[src/lru_key_value_cache_unit_macros.svh]
// Assertion macros shared by the cache RTL.
`ifndef LRU_KEY_VALUE_CACHE_UNIT_MACROS_SVH
`define LRU_KEY_VALUE_CACHE_UNIT_MACROS_SVH

`ifndef SYNTHESIS
// Check a property on every clock edge outside reset.
`define LKV_ASSERT(lbl, prop, msg) \
    lbl: assert property (@(posedge i_clk) disable iff (!i_rst_n) (prop)) else $error(msg);
// Check a property on every clock edge, reset included.
`define LKV_ASSERT_ALWAYS(lbl, prop, msg) \
    lbl: assert property (@(posedge i_clk) (prop)) else $error(msg);
`else
`define LKV_ASSERT(lbl, prop, msg)
`define LKV_ASSERT_ALWAYS(lbl, prop, msg)
`endif

`endif

[src/lrukv_pkg.sv]
`default_nettype none

package lrukv_pkg;

    // Operation codes
    localparam logic OP_GET = 1'b0;
    localparam logic OP_PUT = 1'b1;

    // Fixed widths of the ports
    localparam int IO_BITS  = 32;
    localparam int CFG_BITS = 5;

    // Capacity register after reset
    localparam logic [CFG_BITS-1:0] CAP_RESET = 5'd16;

    // Read value returned on a miss
    localparam logic [IO_BITS-1:0] MISS_VALUE = 32'hFFFF_FFFF;

    // Outcome of one pass over the entries
    typedef struct packed {
        logic has_match;
        logic has_oldest;
        logic has_free;
    } t_scan_flags;

endpackage

`default_nettype wire

[src/lrukv_store.sv]
`default_nettype none

module lrukv_store #(
    parameter int DEPTH     = 16,
    parameter int IW        = 4,
    parameter int AW        = 4,
    parameter int KEY_BITS  = 32,
    parameter int DATA_BITS = 32
) (
    input  wire logic                 i_clk,
    input  wire logic                 i_rst_n,
    input  wire logic                 i_rd_en,
    input  wire logic [IW-1:0]        i_rd_addr,
    input  wire logic                 i_wr_en,
    input  wire logic [IW-1:0]        i_wr_addr,
    input  wire logic [KEY_BITS-1:0]  i_wr_key,
    input  wire logic [DATA_BITS-1:0] i_wr_data,
    input  wire logic [AW-1:0]        i_wr_age,
    input  wire logic                 i_set_valid,
    input  wire logic [IW-1:0]        i_set_addr,
    output logic                      o_rd_valid,
    output logic [KEY_BITS-1:0]       o_rd_key,
    output logic [DATA_BITS-1:0]      o_rd_data,
    output logic [AW-1:0]             o_rd_age
);

    localparam int EW = KEY_BITS + DATA_BITS + AW;

    logic [EW-1:0]    r_mem [DEPTH];
    logic [EW-1:0]    r_rd_word;
    logic             r_rd_valid;
    logic [DEPTH-1:0] r_valid;

    // Write one entry per cycle
    always_ff @(posedge i_clk) begin
        if (i_wr_en) begin
            r_mem[i_wr_addr] <= {i_wr_key, i_wr_data, i_wr_age};
        end
    end

    // Registered read of the entry and its valid bit
    always_ff @(posedge i_clk) begin
        if (i_rd_en) begin
            r_rd_word  <= r_mem[i_rd_addr];
            r_rd_valid <= r_valid[i_rd_addr];
        end
    end

    // Valid bits: cleared by reset, set on insert
    always_ff @(posedge i_clk) begin
        if (!i_rst_n) begin
            r_valid <= '0;
        end else if (i_set_valid) begin
            r_valid[i_set_addr] <= 1'b1;
        end
    end

    assign o_rd_valid = r_rd_valid;
    assign o_rd_key   = r_rd_word[EW-1 -: KEY_BITS];
    assign o_rd_data  = r_rd_word[AW +: DATA_BITS];
    assign o_rd_age   = r_rd_word[AW-1:0];

endmodule

`default_nettype wire

[src/lrukv_scan.sv]
`default_nettype none

module lrukv_scan #(
    parameter int IW        = 4,
    parameter int AW        = 4,
    parameter int KEY_BITS  = 32,
    parameter int DATA_BITS = 32
) (
    input  wire logic                 i_clk,
    input  wire logic                 i_rst_n,
    input  wire logic                 i_start,
    input  wire logic                 i_vld,
    input  wire logic [IW-1:0]        i_idx,
    input  wire logic                 i_ent_valid,
    input  wire logic [KEY_BITS-1:0]  i_ent_key,
    input  wire logic [DATA_BITS-1:0] i_ent_data,
    input  wire logic [AW-1:0]        i_ent_age,
    input  wire logic [KEY_BITS-1:0]  i_key,
    output lrukv_pkg::t_scan_flags    o_flags,
    output logic [IW-1:0]             o_match_idx,
    output logic [AW-1:0]             o_match_age,
    output logic [DATA_BITS-1:0]      o_match_data,
    output logic [IW-1:0]             o_oldest_idx,
    output logic [AW-1:0]             o_oldest_age,
    output logic [IW-1:0]             o_free_idx
);

    lrukv_pkg::t_scan_flags r_flags;
    logic [IW-1:0]          r_match_idx;
    logic [AW-1:0]          r_match_age;
    logic [DATA_BITS-1:0]   r_match_data;
    logic [IW-1:0]          r_oldest_idx;
    logic [AW-1:0]          r_oldest_age;
    logic [IW-1:0]          r_free_idx;

    logic take_match;
    logic take_oldest;
    logic take_free;

    // Keep the first match, the first oldest entry and the first free slot
    always_comb begin
        take_match  = i_vld && i_ent_valid && !r_flags.has_match && (i_ent_key == i_key);
        take_oldest = i_vld && i_ent_valid &&
                      (!r_flags.has_oldest || (i_ent_age > r_oldest_age));
        take_free   = i_vld && !i_ent_valid && !r_flags.has_free;
    end

    // Flags: clear on reset and at the start of each item
    always_ff @(posedge i_clk) begin
        if (!i_rst_n || i_start) begin
            r_flags <= '0;
        end else begin
            if (take_match) begin
                r_flags.has_match <= 1'b1;
            end
            if (take_oldest) begin
                r_flags.has_oldest <= 1'b1;
            end
            if (take_free) begin
                r_flags.has_free <= 1'b1;
            end
        end
    end

    // Capture the winning entries
    always_ff @(posedge i_clk) begin
        if (take_match) begin
            r_match_idx  <= i_idx;
            r_match_age  <= i_ent_age;
            r_match_data <= i_ent_data;
        end
        if (take_oldest) begin
            r_oldest_idx <= i_idx;
            r_oldest_age <= i_ent_age;
        end
        if (take_free) begin
            r_free_idx <= i_idx;
        end
    end

    assign o_flags      = r_flags;
    assign o_match_idx  = r_match_idx;
    assign o_match_age  = r_match_age;
    assign o_match_data = r_match_data;
    assign o_oldest_idx = r_oldest_idx;
    assign o_oldest_age = r_oldest_age;
    assign o_free_idx   = r_free_idx;

endmodule

`default_nettype wire

[src/lru_key_value_cache_unit.sv]
// A get runs a search pass and, on a hit, an age update pass before its result; a put
// runs both passes. A new item is taken only once the last one is done, as set by
// the single entry memory: one read pass to search, one read-modify-write pass for ages.
// Reset (synchronous, active low) clears all entries, occupancy and the handshakes,
// and sets the capacity register to 16; no clearing pass is needed.
`default_nettype none
`include "lru_key_value_cache_unit_macros.svh"

module lru_key_value_cache_unit #(
    parameter int MAX_ENTRIES = 16,
    parameter int KEY_BITS    = 32,
    parameter int DATA_BITS   = 32
) (
    input  wire logic                           i_clk,
    input  wire logic                           i_rst_n,
    input  wire logic                           i_cfg_valid,
    output logic                                o_cfg_ready,
    input  wire logic [lrukv_pkg::CFG_BITS-1:0] i_cfg_data,
    input  wire logic                           i_in_valid,
    output logic                                o_in_ready,
    input  wire logic                           i_opcode,
    input  wire logic signed [31:0]             i_lookup_key,
    input  wire logic signed [31:0]             i_store_value,
    output logic                                o_out_valid,
    input  wire logic                           i_out_ready,
    output logic                                o_hit,
    output logic signed [31:0]                  o_read_value
);

    localparam int IW   = (MAX_ENTRIES > 1) ? $clog2(MAX_ENTRIES) : 1;
    localparam int AW   = IW;
    localparam int CW   = $clog2(MAX_ENTRIES + 1);
    localparam int CMPW = (CW > lrukv_pkg::CFG_BITS) ? CW : lrukv_pkg::CFG_BITS;
    localparam logic [IW-1:0]   LAST_IDX = IW'(MAX_ENTRIES - 1);
    localparam logic [CMPW-1:0] MAX_CMP  = CMPW'(MAX_ENTRIES);

    localparam logic [2:0] ST_IDLE     = 3'd0;
    localparam logic [2:0] ST_SCAN     = 3'd1;
    localparam logic [2:0] ST_SCAN_END = 3'd2;
    localparam logic [2:0] ST_DECIDE   = 3'd3;
    localparam logic [2:0] ST_UPD      = 3'd4;
    localparam logic [2:0] ST_UPD_END  = 3'd5;
    localparam logic [2:0] ST_DONE     = 3'd6;

    logic [2:0]                     r_state, n_state;
    logic [IW-1:0]                  r_idx, n_idx;
    logic                           r_pipe_vld;
    logic                           r_pipe_scan;
    logic [IW-1:0]                  r_pipe_idx;
    logic                           r_op;
    logic [KEY_BITS-1:0]            r_key;
    logic [DATA_BITS-1:0]           r_val;
    logic [CW-1:0]                  r_count, n_count;
    logic [lrukv_pkg::CFG_BITS-1:0] r_cap;
    logic [IW-1:0]                  r_tgt, n_tgt;
    logic [AW-1:0]                  r_thr, n_thr;
    logic                           r_wr_kd, n_wr_kd;
    logic                           r_res_hit, n_res_hit;
    logic [31:0]                    r_res_data, n_res_data;
    logic                           r_out_valid;
    logic                           r_out_hit;
    logic [31:0]                    r_out_data;

    logic                   in_xfer;
    logic                   out_xfer;
    logic                   rd_en;
    logic                   wr_en;
    logic                   set_valid;
    logic [CMPW-1:0]        cap_eff;
    logic [CMPW-1:0]        count_cmp;
    logic                   full;
    logic [KEY_BITS-1:0]    key_ext;
    logic [DATA_BITS-1:0]   val_ext;
    logic [KEY_BITS-1:0]    wr_key;
    logic [DATA_BITS-1:0]   wr_data;
    logic [AW-1:0]          wr_age;

    logic                   ent_valid;
    logic [KEY_BITS-1:0]    ent_key;
    logic [DATA_BITS-1:0]   ent_data;
    logic [AW-1:0]          ent_age;

    lrukv_pkg::t_scan_flags      flags;
    logic [IW-1:0]               match_idx;
    logic [AW-1:0]               match_age;
    logic [DATA_BITS-1:0]        match_data;
    logic signed [DATA_BITS-1:0] match_data_s;
    logic [IW-1:0]               oldest_idx;
    logic [AW-1:0]               oldest_age;
    logic [IW-1:0]               free_idx;

    assign o_cfg_ready = 1'b1;
    assign o_in_ready  = (r_state == ST_IDLE);
    assign in_xfer     = i_in_valid && o_in_ready;
    assign out_xfer    = r_out_valid && i_out_ready;
    assign key_ext     = KEY_BITS'(i_lookup_key);
    assign val_ext     = DATA_BITS'(i_store_value);
    assign match_data_s = match_data;

    // Clamp the capacity register into 1..MAX_ENTRIES
    always_comb begin
        if (r_cap == '0) begin
            cap_eff = CMPW'(1);
        end else if (CMPW'(r_cap) > MAX_CMP) begin
            cap_eff = MAX_CMP;
        end else begin
            cap_eff = CMPW'(r_cap);
        end
        count_cmp = CMPW'(r_count);
        full      = (count_cmp >= cap_eff) || (count_cmp >= MAX_CMP);
    end

    // Sequencer: scan pass, decision, age update pass (skipped on a get miss), result
    always_comb begin
        n_state    = r_state;
        n_idx      = r_idx;
        n_count    = r_count;
        n_tgt      = r_tgt;
        n_thr      = r_thr;
        n_wr_kd    = r_wr_kd;
        n_res_hit  = r_res_hit;
        n_res_data = r_res_data;
        set_valid  = 1'b0;
        case (r_state)
            ST_IDLE: begin
                if (in_xfer) begin
                    n_idx   = '0;
                    n_state = ST_SCAN;
                end
            end
            ST_SCAN: begin
                n_idx = r_idx + 1'b1;
                if (r_idx == LAST_IDX) begin
                    n_state = ST_SCAN_END;
                end
            end
            ST_SCAN_END: begin
                n_state = ST_DECIDE;
            end
            ST_DECIDE: begin
                n_idx      = '0;
                n_state    = ST_UPD;
                n_res_hit  = flags.has_match;
                n_res_data = flags.has_match ? 32'(match_data_s) : lrukv_pkg::MISS_VALUE;
                if (flags.has_match) begin
                    n_tgt   = match_idx;
                    n_thr   = match_age;
                    n_wr_kd = (r_op == lrukv_pkg::OP_PUT);
                end else if (r_op == lrukv_pkg::OP_GET) begin
                    n_state = ST_DONE;
                end else if (full) begin
                    n_tgt   = oldest_idx;
                    n_thr   = oldest_age;
                    n_wr_kd = 1'b1;
                end else begin
                    // Insert into the lowest free slot; every valid entry ages
                    n_tgt     = free_idx;
                    n_thr     = AW'(r_count);
                    n_wr_kd   = 1'b1;
                    set_valid = 1'b1;
                    n_count   = r_count + 1'b1;
                end
            end
            ST_UPD: begin
                n_idx = r_idx + 1'b1;
                if (r_idx == LAST_IDX) begin
                    n_state = ST_UPD_END;
                end
            end
            ST_UPD_END: begin
                n_state = ST_DONE;
            end
            ST_DONE: begin
                if (r_op == lrukv_pkg::OP_PUT || !r_out_valid || i_out_ready) begin
                    n_state = ST_IDLE;
                end
            end
            default: begin
                n_state = ST_IDLE;
            end
        endcase
    end

    // Control registers
    always_ff @(posedge i_clk) begin
        if (!i_rst_n) begin
            r_state    <= ST_IDLE;
            r_count    <= '0;
            r_cap      <= lrukv_pkg::CAP_RESET;
            r_pipe_vld <= 1'b0;
        end else begin
            r_state    <= n_state;
            r_count    <= n_count;
            r_pipe_vld <= rd_en;
            if (i_cfg_valid && o_cfg_ready) begin
                r_cap <= i_cfg_data;
            end
        end
    end

    // Item and decision registers
    always_ff @(posedge i_clk) begin
        r_idx       <= n_idx;
        r_pipe_idx  <= r_idx;
        r_pipe_scan <= (r_state == ST_SCAN);
        r_tgt       <= n_tgt;
        r_thr       <= n_thr;
        r_wr_kd     <= n_wr_kd;
        r_res_hit   <= n_res_hit;
        r_res_data  <= n_res_data;
        if (in_xfer) begin
            r_op  <= i_opcode;
            r_key <= key_ext;
            r_val <= val_ext;
        end
    end

    // Output register: load a get result when the slot frees up
    always_ff @(posedge i_clk) begin
        if (!i_rst_n) begin
            r_out_valid <= 1'b0;
        end else if (r_state == ST_DONE && r_op == lrukv_pkg::OP_GET &&
                     (!r_out_valid || i_out_ready)) begin
            r_out_valid <= 1'b1;
        end else if (out_xfer) begin
            r_out_valid <= 1'b0;
        end
    end

    always_ff @(posedge i_clk) begin
        if (r_state == ST_DONE && (!r_out_valid || i_out_ready)) begin
            r_out_hit  <= r_res_hit;
            r_out_data <= r_res_data;
        end
    end

    assign o_out_valid  = r_out_valid;
    assign o_hit        = r_out_hit;
    assign o_read_value = r_out_data;

    // Memory access: read in both passes, write back in the update pass
    assign rd_en = (r_state == ST_SCAN) || (r_state == ST_UPD);
    assign wr_en = r_pipe_vld && !r_pipe_scan;

    // Age the younger entries; the target becomes most recent
    always_comb begin
        wr_key  = ent_key;
        wr_data = ent_data;
        wr_age  = ent_age;
        if (ent_valid && (ent_age < r_thr)) begin
            wr_age = ent_age + 1'b1;
        end
        if (r_pipe_idx == r_tgt) begin
            wr_age = '0;
            if (r_wr_kd) begin
                wr_key  = r_key;
                wr_data = r_val;
            end
        end
    end

    lrukv_store #(
        .DEPTH     (MAX_ENTRIES),
        .IW        (IW),
        .AW        (AW),
        .KEY_BITS  (KEY_BITS),
        .DATA_BITS (DATA_BITS)
    ) u_store (
        .i_clk       (i_clk),
        .i_rst_n     (i_rst_n),
        .i_rd_en     (rd_en),
        .i_rd_addr   (r_idx),
        .i_wr_en     (wr_en),
        .i_wr_addr   (r_pipe_idx),
        .i_wr_key    (wr_key),
        .i_wr_data   (wr_data),
        .i_wr_age    (wr_age),
        .i_set_valid (set_valid),
        .i_set_addr  (n_tgt),
        .o_rd_valid  (ent_valid),
        .o_rd_key    (ent_key),
        .o_rd_data   (ent_data),
        .o_rd_age    (ent_age)
    );

    lrukv_scan #(
        .IW        (IW),
        .AW        (AW),
        .KEY_BITS  (KEY_BITS),
        .DATA_BITS (DATA_BITS)
    ) u_scan (
        .i_clk        (i_clk),
        .i_rst_n      (i_rst_n),
        .i_start      (in_xfer),
        .i_vld        (r_pipe_vld && r_pipe_scan),
        .i_idx        (r_pipe_idx),
        .i_ent_valid  (ent_valid),
        .i_ent_key    (ent_key),
        .i_ent_data   (ent_data),
        .i_ent_age    (ent_age),
        .i_key        (r_key),
        .o_flags      (flags),
        .o_match_idx  (match_idx),
        .o_match_age  (match_age),
        .o_match_data (match_data),
        .o_oldest_idx (oldest_idx),
        .o_oldest_age (oldest_age),
        .o_free_idx   (free_idx)
    );

    // Write-back never lands on the entry being read in the same cycle
    `LKV_ASSERT(a_no_rw_overlap, (wr_en && rd_en) |-> (r_pipe_idx != r_idx), "rw overlap")
    // Occupancy stays within the number of entries
    `LKV_ASSERT(a_count_bound, CMPW'(r_count) <= MAX_CMP, "occupancy overflow")
    // Occupancy only grows, one insert at a time
    `LKV_ASSERT(a_count_step, ##1 ((r_count == $past(r_count)) || (r_count == $past(r_count) + 1'b1)), "occupancy jump")
    // No write-back while the search pass is reading
    `LKV_ASSERT(a_scan_no_write, (r_state == ST_SCAN) |-> !wr_en, "write during scan")

endmodule

`default_nettype wire

[config.mk]
export PLATFORM = sky130hd
export DESIGN_NAME = lru_key_value_cache_unit
export DESIGN_NICKNAME = d
export VERILOG_FILES = /design/src/lrukv_pkg.sv /design/src/lrukv_store.sv /design/src/lrukv_scan.sv /design/src/lru_key_value_cache_unit.sv
export VERILOG_INCLUDE_DIRS = /design/src /design/src/src
export SDC_FILE = /design/constraint.sdc
export NUM_CORES = 1
export LEC_CHECK = 0
export CAP_MARGIN = 20
export CORE_UTILIZATION = 46
export CTS_CLUSTER_SIZE = 40
export DETAILED_ROUTE_END_ITERATION = 7
export DONT_BUFFER_PORTS = 1
export REMOVE_ABC_BUFFERS = 1
export SLEW_MARGIN = 25
export SYNTH_ARGS = -nofsm -noshare
export SYNTH_HDL_FRONTEND = slang
export SYNTH_HIERARCHICAL = 1
export SYNTH_SLANG_ARGS = --single-unit
[constraint.sdc]
create_clock -name i_clk -period 11.12 [get_ports i_clk]
set_input_delay 0.556 -clock i_clk [delete_from_list [all_inputs] [get_ports i_clk]]
set_output_delay 0.556 -clock i_clk [all_outputs]
set_load 0.03 [all_outputs]
* Word level (Yosys, flattened, before mapping)
Memory sizes are Yosys's and may differ from the RTL's. A register that Yosys moved wholly into a read port is not among the register bits.
Index checks and enable logic that the tools add are counted.
** Cells by class
- Add/sub/neg operators :: 3
- Multiply operators :: 0
- Divide/modulo/power cells :: 0
- Order comparisons :: 8
- Eq/ne operators :: 13
- Shift-type cells :: 0
- Multiplexer cells :: 38
- Bitwise operators :: 4
- Reductions and logical operators :: 39
** Operators with widths (count)
- $mux W32 :: 4
- $mux W4 :: 10
- $eq A32 B32 Y1 :: 1
- $pmux W3 S7 :: 1
- $or A16 B16 Y16 :: 1
- $logic_and A1 B1 Y1 :: 15
- $mux W1 :: 12
- $mux W3 :: 4
- $pmux W4 S3 :: 1
- $lt A4 B5 Y1 const B :: 2
- $mux W5 :: 2
- $eq A3 B3 Y1 const B :: 3
- $add A4 B1 Y4 const B :: 2
- $reduce_and A4 Y1 :: 2
- $logic_not A1 Y1 :: 7
- $logic_or A1 B1 Y1 :: 7
- $eq A3 B2 Y1 const B :: 2
- $ne A2 B2 Y1 const B :: 3
- $add A5 B1 Y5 const B :: 1
- $ge A5 B5 Y1 :: 1
- $ge A5 B5 Y1 const B :: 1
- $gt A5 B5 Y1 const B :: 1
- $logic_not A5 Y1 :: 1
- $bmux W1 S4 :: 1
- 15 further kinds :: 20
** Storage, ports and cells
- Register bits :: 236
- Bits in latches :: 0
- Memory bits (writable) :: 1088
- Memory bits (read-only) :: 0
- Output and inout bits :: 36
- Logic and storage cells :: 135
- Memories :: 1
** Memories
- u_store.r_mem :: words 16, bits a word 68, rd ports 1, clocked after Yosys merged registers in 1, write ports 1, RTL line lrukv_store.sv:29 : logic [EW-1:0] r_mem [DEPTH];

* Logic depth before layout (Yosys ltp)
Gate-level depths: netlist (run 1).
- Depth in word-level cells :: 14
- Depth in mapped cells :: 14
- Depth with buffers taken out :: 12

* Hierarchy
The synthesis (run 1) kept the hierarchy.
** Modules (own cells, without submodules)
- lrukv_store :: instances 1, cells each 1820, area each 43476.7 um^2, seq. area each 35063.6 um^2
- lru_key_value_cache_unit :: instances 1, cells each 429, area each 6950.4 um^2, seq. area each 4684.5 um^2
- lrukv_scan :: instances 1, cells each 122, area each 2129.5 um^2, seq. area each 1621.6 um^2

* Worst setup path before layout (run 1)
OpenSTA, ideal clock, no wires.
- Path kind :: reg-to-reg
- Start :: register r_pipe_vld
- End :: memory u_store/r_mem[0][0] in the netlist's numbering (enable)
- Data arrival time :: 5.629 ns
- Data required time :: 10.542 ns
- Path slack :: 4.914 ns
- Stages on the path, launching flop included :: 4
- Period minus slack after synthesis :: 6.206 ns
- Cell sequence :: dfxtp_1 -> nor2b_1 -> or3b_2 -> nor3_1
** Between the ends
- Cells in the longest elaborated chain, start to end :: 3
** Ends and longest elaborated chain
- start: declaration :: RTL line lru_key_value_cache_unit.sv:47 : logic r_pipe_vld;
- start signal: assignment :: RTL line lru_key_value_cache_unit.sv:194 : r_pipe_vld <= rd_en;
- $logic_and A1 B1 Y1 :: RTL line lru_key_value_cache_unit.sv:243 : assign wr_en = r_pipe_vld && !r_pipe_scan;
- net wr_en :: RTL line lru_key_value_cache_unit.sv:67 : logic wr_en;
- $mux W1 :: RTL line lrukv_store.sv:36 : if (i_wr_en) begin
- $mux W1 (implied by the code) :: RTL line lrukv_store.sv:37 : r_mem[i_wr_addr] <= {i_wr_key, i_wr_data, i_wr_age};
- end: declaration :: RTL line lrukv_store.sv:29
The timed path passes the listed nets, and every way through them passes these cells.

==> results.sh, run 1 <==
export IMPL_die_area_um2=116000
export IMPL_synthCells=2371
export IMPL_seqPwrFrac=0.527
export IMPL_max_freq_ghz=0.252
export IMPL_critPathLaunch="r_idx[0]"
export IMPL_worst_pin_slew_ns=1.10
export IMPL_drv_slew=0
export IMPL_gp_congestion=0.747
export IMPL_ff2ff_setup_slack_ns=7.16
export IMPL_syn_avg_cell_area_um2=22.2
export IMPL_seq_area_frac_synth=0.787
export IMPL_routed_via_count=24400
export IMPL_maxCapViolCount=0
export IMPL_io_buffers=0
export IMPL_postCtsSetupRepairBufs=0
export IMPL_cts_buffer_depth=3
export IMPL_ys_ff_latch=1392
export IMPL_grt_pass1_vias=25400
export IMPL_peakVddDrop_v=0.000133
export IMPL_finalSetupTns_ns=0
export IMPL_finalCritPeriodShare=0.356
export IMPL_wirelength_mm=119
export IMPL_power_switching_mw=2.49
export IMPL_hold_violations=0
export IMPL_cts_tree="built"
export IMPL_antenna_found_initial=1
export IMPL_dp_cells=3814
export IMPL_fp_dieH_um=340
export IMPL_hp_class="in -> reg"
export IMPL_finalCriticalPeriod_ns=3.96
export IMPL_syn_cell_area_um2=52600
export IMPL_row_count=123
export IMPL_synth_async_reset_ratio=0
export IMPL_grt_overflow_total=0
export IMPL_start_kind="register"
export IMPL_rsz0062_at_grt="no"
export IMPL_wl_per_cell_um=28.8
export IMPL_critPathArrivalTime_ns=4.43
export IMPL_clk_pin_slew_ns=0.06
export IMPL_dp_hpwl_mm=58.9
export IMPL_synth_ff_type="edfxtp_1"
export IMPL_ios=111
export IMPL_grt_usage=0.208
export IMPL_p_clk_frac=0.396
export IMPL_grt_max_degree=147
export IMPL_r2r_start="r_idx[0]"
export IMPL_cts_buffers=142
export IMPL_antenna_left=0
export IMPL_nets=2620
export IMPL_reg2reg_depth=6
export IMPL_start_util=0.466
export IMPL_ys_types=54
export IMPL_clkLatencyLatePin_ns=0.73
export IMPL_worstSetupPathType="reg -> reg"
export IMPL_endpoint_kind="register"
export IMPL_path_max_fanout=94
export IMPL_finalNonFillerCells=4138
export IMPL_syn2layout_area_growth_pct=13.3
export IMPL_skew_ns=0.0259
export IMPL_dr_first_iter_drc_count=2737
export IMPL_grt_pass1_wl_mm=173
export IMPL_viasPerCell=5.89
export IMPL_setup_viol=0
export IMPL_p_leak_nw=19.0
export IMPL_core_area_um2=113000
export IMPL_finish_utilization=0.528
export IMPL_antennaDiodeCount=0
export IMPL_die_w_um=340
export IMPL_power_density_nw_per_um2=192
export IMPL_maxSlewHeadroom=0.266
export IMPL_p_sw_frac=0.219
export IMPL_synth_edf_count=1349
export IMPL_cts_root_buf="clkbuf_16"
export IMPL_regToRegEndpoint="u_store/r_rd_word[62]"
export IMPL_yosys_warnings=6
export IMPL_crit_end="u_store/r_rd_word[62]"
export IMPL_drc=0
export IMPL_pwr_share_comb=0.077
export IMPL_status="finished clean"
export IMPL_critical_path_required_ns=11.58
export IMPL_p_int_mw=8.92
export IMPL_clock_sinks=1392
export IMPL_h_tree_depth=4
export IMPL_drive_gt1_frac=0.235
export IMPL_drt_first_pass_iters=5
-- critical path, cell delays in order, from the launching register on --
cell      delay (ns)
edfxtp_1        0.38
buf_12          0.56
buf_4           0.81
buf_4           0.85
mux4_2          0.60
a22oi_1         0.22
nand2_1         0.07
-- kinds of logic after synthesis --
logic type,count (synthesis),synth area share
other cells,1,0.0000714
simple gates,239,0.0224
fa+ha+maj,15,0.00357
compound gates,199,0.0275
xor+xnor,40,0.00667
mux,355,0.139
buf+inv,130,0.0133
flops,1392,0.787
-- per-stage QoR --
stage | power (mW) | instance area, µm² | setup slack, ns | hold slack (ns)
2_1_floorplan | 6.91 | 51900 | -1.33 | 0.400
3_3_place_gp | 6.96 | 54400 | 7.08 | 0.402
3_5_place_dp | 6.99 | 54400 | 7.03 | 0.405
4_1_cts | 11.5 | 59500 | 7.02 | 0.0686
5_1_grt | 11.8 | 59500 | 6.76 | 0.0942
6_report | 11.4 | 59500 | 7.16 | 0.118
-- synth_stat cells, types with 5 or more instances --
master	count	share of area
inv_1	16	0.0011
nor3_1	11	0.0010
nand2b_1	44	0.0052
nand2_1	86	0.0061
clkbuf_1	45	0.0032
mux2i_1	14	0.0027
dfxtp_1	43	0.016
buf_4	7	0.0010
nand3_1	7	0.00067
mux2_2	5	0.0011
o21ai_0	13	0.0012
buf_1	18	0.0013
and2_1	5	0.00060
a21oi_1	10	0.00095
nor4_1	7	0.00083
mux4_2	273	0.12
buf_2	24	0.0023
buf_6	19	0.0041
nor2_1	47	0.0034
xor2_1	36	0.0060
edfxtp_1	1349	0.77
nor2b_1	9	0.0011
o21a_1	16	0.0023
ha_1	15	0.0036
nand3b_1	6	0.00086
mux2_4	60	0.017
a22oi_1	142	0.020
-- how the worst min path moves through the flow --
stage | from | slack [ns] | to | cells past startpoint
after floorplan | r_res_hit | 0.40 | o_hit | 0
after global placement | r_res_hit | 0.40 | o_hit | 0
after detailed placement | r_res_data[15] | 0.40 | o_read_value[15] | 0
after CTS | i_rst_n | 0.07 | count_cmp[4] | 2
after global routing | i_rst_n | 0.09 | count_cmp[4] | 2
final | i_rst_n | 0.12 | count_cmp[4] | 2
-- power groups by stage --
stage                     sequential, mW  combinational, mW  clock [mW]
final                               6.02              0.878        4.52
after CTS                           6.02              0.889        4.61
after floorplan                     6.19              0.721           0
after global placement              6.12              0.837           0
after global routing                6.02              0.948        4.79
after detailed placement            6.13              0.865           0
-- layer usage --
layer,vias up,global-route usage,part of all wire
met4,2,0.0541,0.020
met3,177,0.0371,0.067
met5,-,0,0.00011
met1,13100,0.295,0.43
met2,940,0.336,0.49
li1,10200,-,-
-- timing repair --
action,4_1_cts,5_1_grt
gates resized for setup,0,0
hold buffers,72,0
hold endpoints to repair,90,0
-- state kept, by name (all words and copies together), names as in the netlist, 16 cells and up --
signal / cells
o_read_value: 32
r_key: 32
r_res_data: 32
r_val: 32
u_scan/o_match_data: 32
u_store/r_mem: 1088
u_store/r_rd_word: 68
u_store/r_valid: 16
-- area by class of cell --
| type | count | area (µm²) |
|---|---|---|
| clock inverters | 72 | 579 |
| inverters | 16 | 65.1 |
| repair buffers | 129 | 1190 |
| well taps | 1500 | 1880 |
| clock buffers | 180 | 3790 |
| fillers | 8584 | 53300 |
| multi-input cells | 849 | 10700 |
| flip-flops and latches | 1392 | 41400 |
-- cells in the final DEF, fill, tap and decap left out, types with 15 or more instances in the layout --
| cell type | count |
|---|---|
| a22oi_1 | 142 |
| buf_4 | 54 |
| clkbuf_1 | 33 |
| clkbuf_16 | 146 |
| clkinv_1 | 27 |
| clkinv_2 | 24 |
| dfxtp_1 | 42 |
| dlygate4sd3_1 | 72 |
| edfxtp_1 | 1349 |
| ha_1 | 15 |
| inv_1 | 15 |
| mux2_4 | 60 |
| mux4_2 | 273 |
| nand2_1 | 86 |
| nand2b_1 | 44 |
| nor2_1 | 33 |
| o21a_1 | 16 |
| xor2_1 | 36 |
(Power assumes the default switching activity.)
==> inputs of run 2 (changes only) <==
==> constraint.sdc (replaced) <==
create_clock -name i_clk -period 3.95 [get_ports i_clk]
set_input_delay 0.1975 -clock i_clk [delete_from_list [all_inputs] [get_ports i_clk]]
set_output_delay 0.1975 -clock i_clk [all_outputs]
set_load 0.03 [all_outputs]
==> results.sh, run 2 (same netlist as run 1, synthesis figures left out) <==
export IMPL_hp_class="in -> reg"
export IMPL_endpoint_kind="register"
export IMPL_finalCriticalPeriod_ns=2.86
export IMPL_clock_sinks=1392
export IMPL_grt_usage=0.208
export IMPL_critPathArrivalTime_ns=3.54
export IMPL_hold_violations=0
export IMPL_holdWs_ns=0.0766
export IMPL_pwr_share_comb=0.078
export IMPL_max_freq_ghz=0.350
export IMPL_die_w_um=340
export IMPL_p_clk_frac=0.405
export IMPL_viasPerCell=5.82
export IMPL_die_area_um2=116000
export IMPL_cts_buffers=143
export IMPL_critPathLaunch="r_cap[1]"
export IMPL_drive_gt1_frac=0.242
export IMPL_seqPwrFrac=0.517
export IMPL_wl_per_cell_um=28.7
export IMPL_drc=0
export IMPL_antenna_left=0
export IMPL_finalSetupTns_ns=0
export IMPL_h_tree_depth=4
export IMPL_cts_buffer_depth=3
export IMPL_finish_instance_area_um2=60200
export IMPL_wirelength_mm=119
export IMPL_path_max_fanout=16
export IMPL_status="finished clean"
export IMPL_rsz0062_at_grt="no"
export IMPL_ios=111
export IMPL_drv_slew=0
export IMPL_row_count=123
export IMPL_grt_overflow_total=0
export IMPL_antenna_found_initial=2
export IMPL_p_sw_frac=0.220
export IMPL_grt_pass1_vias=25500
export IMPL_layout_common_cells="edfxtp_1 (1,349), mux4_2 (273), clkbuf_16 (145)"
export IMPL_largest_reg_flops=1088
export IMPL_r2r_start="r_cap[1]"
export IMPL_post_place_ws_ns=1.07
export IMPL_peakVddDrop_v=0.000437
export IMPL_setup_viol=0
export IMPL_p_leak_nw=19.2
export IMPL_clk_pin_slew_ns=0.06
export IMPL_dp_hpwl_mm=58.2
export IMPL_worst_pin_slew_ns=1.07
export IMPL_ff2ff_setup_slack_ns=1.09
export IMPL_nets=2634
export IMPL_worst_slack_ns=1.09
export IMPL_finalNonFillerCells=4153
export IMPL_drt_first_pass_iters=5
export IMPL_p_int_mw=25.6
export IMPL_fp_dieH_um=340
export IMPL_cts_root_buf="clkbuf_16"
export IMPL_finalCritPeriodShare=0.723
export IMPL_maxSlewHeadroom=0.286
export IMPL_syn2layout_area_growth_pct=14.5
export IMPL_io_buffers=0
export IMPL_clkLatencyLatePin_ns=0.75
export IMPL_maxCapViolCount=0
export IMPL_start_util=0.466
export IMPL_power_mw=32.8
export IMPL_grt_max_degree=74
export IMPL_routed_via_count=24200
export IMPL_power_switching_mw=7.20
export IMPL_core_area_um2=113000
export IMPL_regMostFlops="u_store/r_mem"
export IMPL_gp_congestion=0.767
export IMPL_cts_tree="built"
export IMPL_start_kind="register"
export IMPL_critical_path_required_ns=4.63
export IMPL_antennaDiodeCount=0
export IMPL_dp_cells=3825
export IMPL_top_regs="u_store/r_mem x1088, u_store/r_rd_word x68"
export IMPL_place_area_um2=54800
export IMPL_skew_ns=0.0272
export IMPL_worstSetupPathType="reg -> reg"
export IMPL_dr_first_iter_drc_count=2337
export IMPL_finish_utilization=0.534
export IMPL_power_density_nw_per_um2=544
export IMPL_whs_path_depth=1
export IMPL_regToRegEndpoint="u_store/r_valid[8]"
export IMPL_final_common_cell="edfxtp_1"
export IMPL_grt_pass1_wl_mm=173
export IMPL_reg2reg_depth=13
export IMPL_crit_end="u_store/r_valid[8]"
==> run 2: cell count changes in the layout (fill, tap and decap cells not counted), sizes merged <==
| cell | delta |
|---|---|
| clkinvlp | +1 |
| clkbuf | -14 |
| buf | +11 |
| dlygate4sd3 | +2 |
| bufinv | +7 |
| clkinv | +11 |
| inv | -3 |
==> run 2: area by class of cell <==
class	count	area [µm²]
Fill cell	8510	52600
Sequential cell	1392	41400
Multi-Input combinational cell	849	10600
Clock buffer	166	3710
Tap cell	1500	1880
Timing Repair Buffer	142	1610
Clock inverter	88	911
Inverter	16	65.1
==> run 2: power groups by stage <==
stage               Clock (mW)  Combinational [mW]  Sequential (mW)
detailed placement           0                2.51             17.2
floorplan                    0                2.03             17.4
global placement             0                2.44             17.2
global route              14.1                2.75             16.9
finish                    13.3                2.55             16.9
CTS                       13.5                2.58             16.9
==> run 2: per-layer routing <==
metal,vias to the layer above,routed length [µm],track usage
met4,2,2590,0.0598
met1,12900,50000,0.286
met5,-,13,0
met2,813,59200,0.345
met3,164,7220,0.0342
li1,10200,-,-
==> run 2: worst min path at each step <==
stage	startpoint	end	slack, ns
final	i_lookup_key[25]	r_key[25]	0.08
after global routing	i_lookup_key[25]	r_key[25]	0.05
after CTS	i_store_value[6]	r_val[6]	0.02
after detailed placement	i_lookup_key[18]	r_key[18]	0.30
after global placement	i_lookup_key[26]	r_key[26]	0.30
after floorplan	i_rst_n	r_cap[4]	0.30
==> run 2: critical path, cell delays in order, from the launching register on <==
cell and delay, ns:
dfxtp_1 0.33, nor3_1 0.21, nor2_1 0.06, nor2_1 0.12, ha_1 0.24, nand2b_1 0.15
a31oi_1 0.16, o21ai_1 0.09, buf_4 0.22, mux2i_1 0.17, o21ai_0 0.21, nor3b_1 0.51
nor2b_1 0.21, o21a_1 0.11
==> run 2: repair_timing <==
action	CTS	global route
hold buffers	74	0
hold endpoints to repair	111	0
buffers inserted	0	0
gates resized for setup	0	0
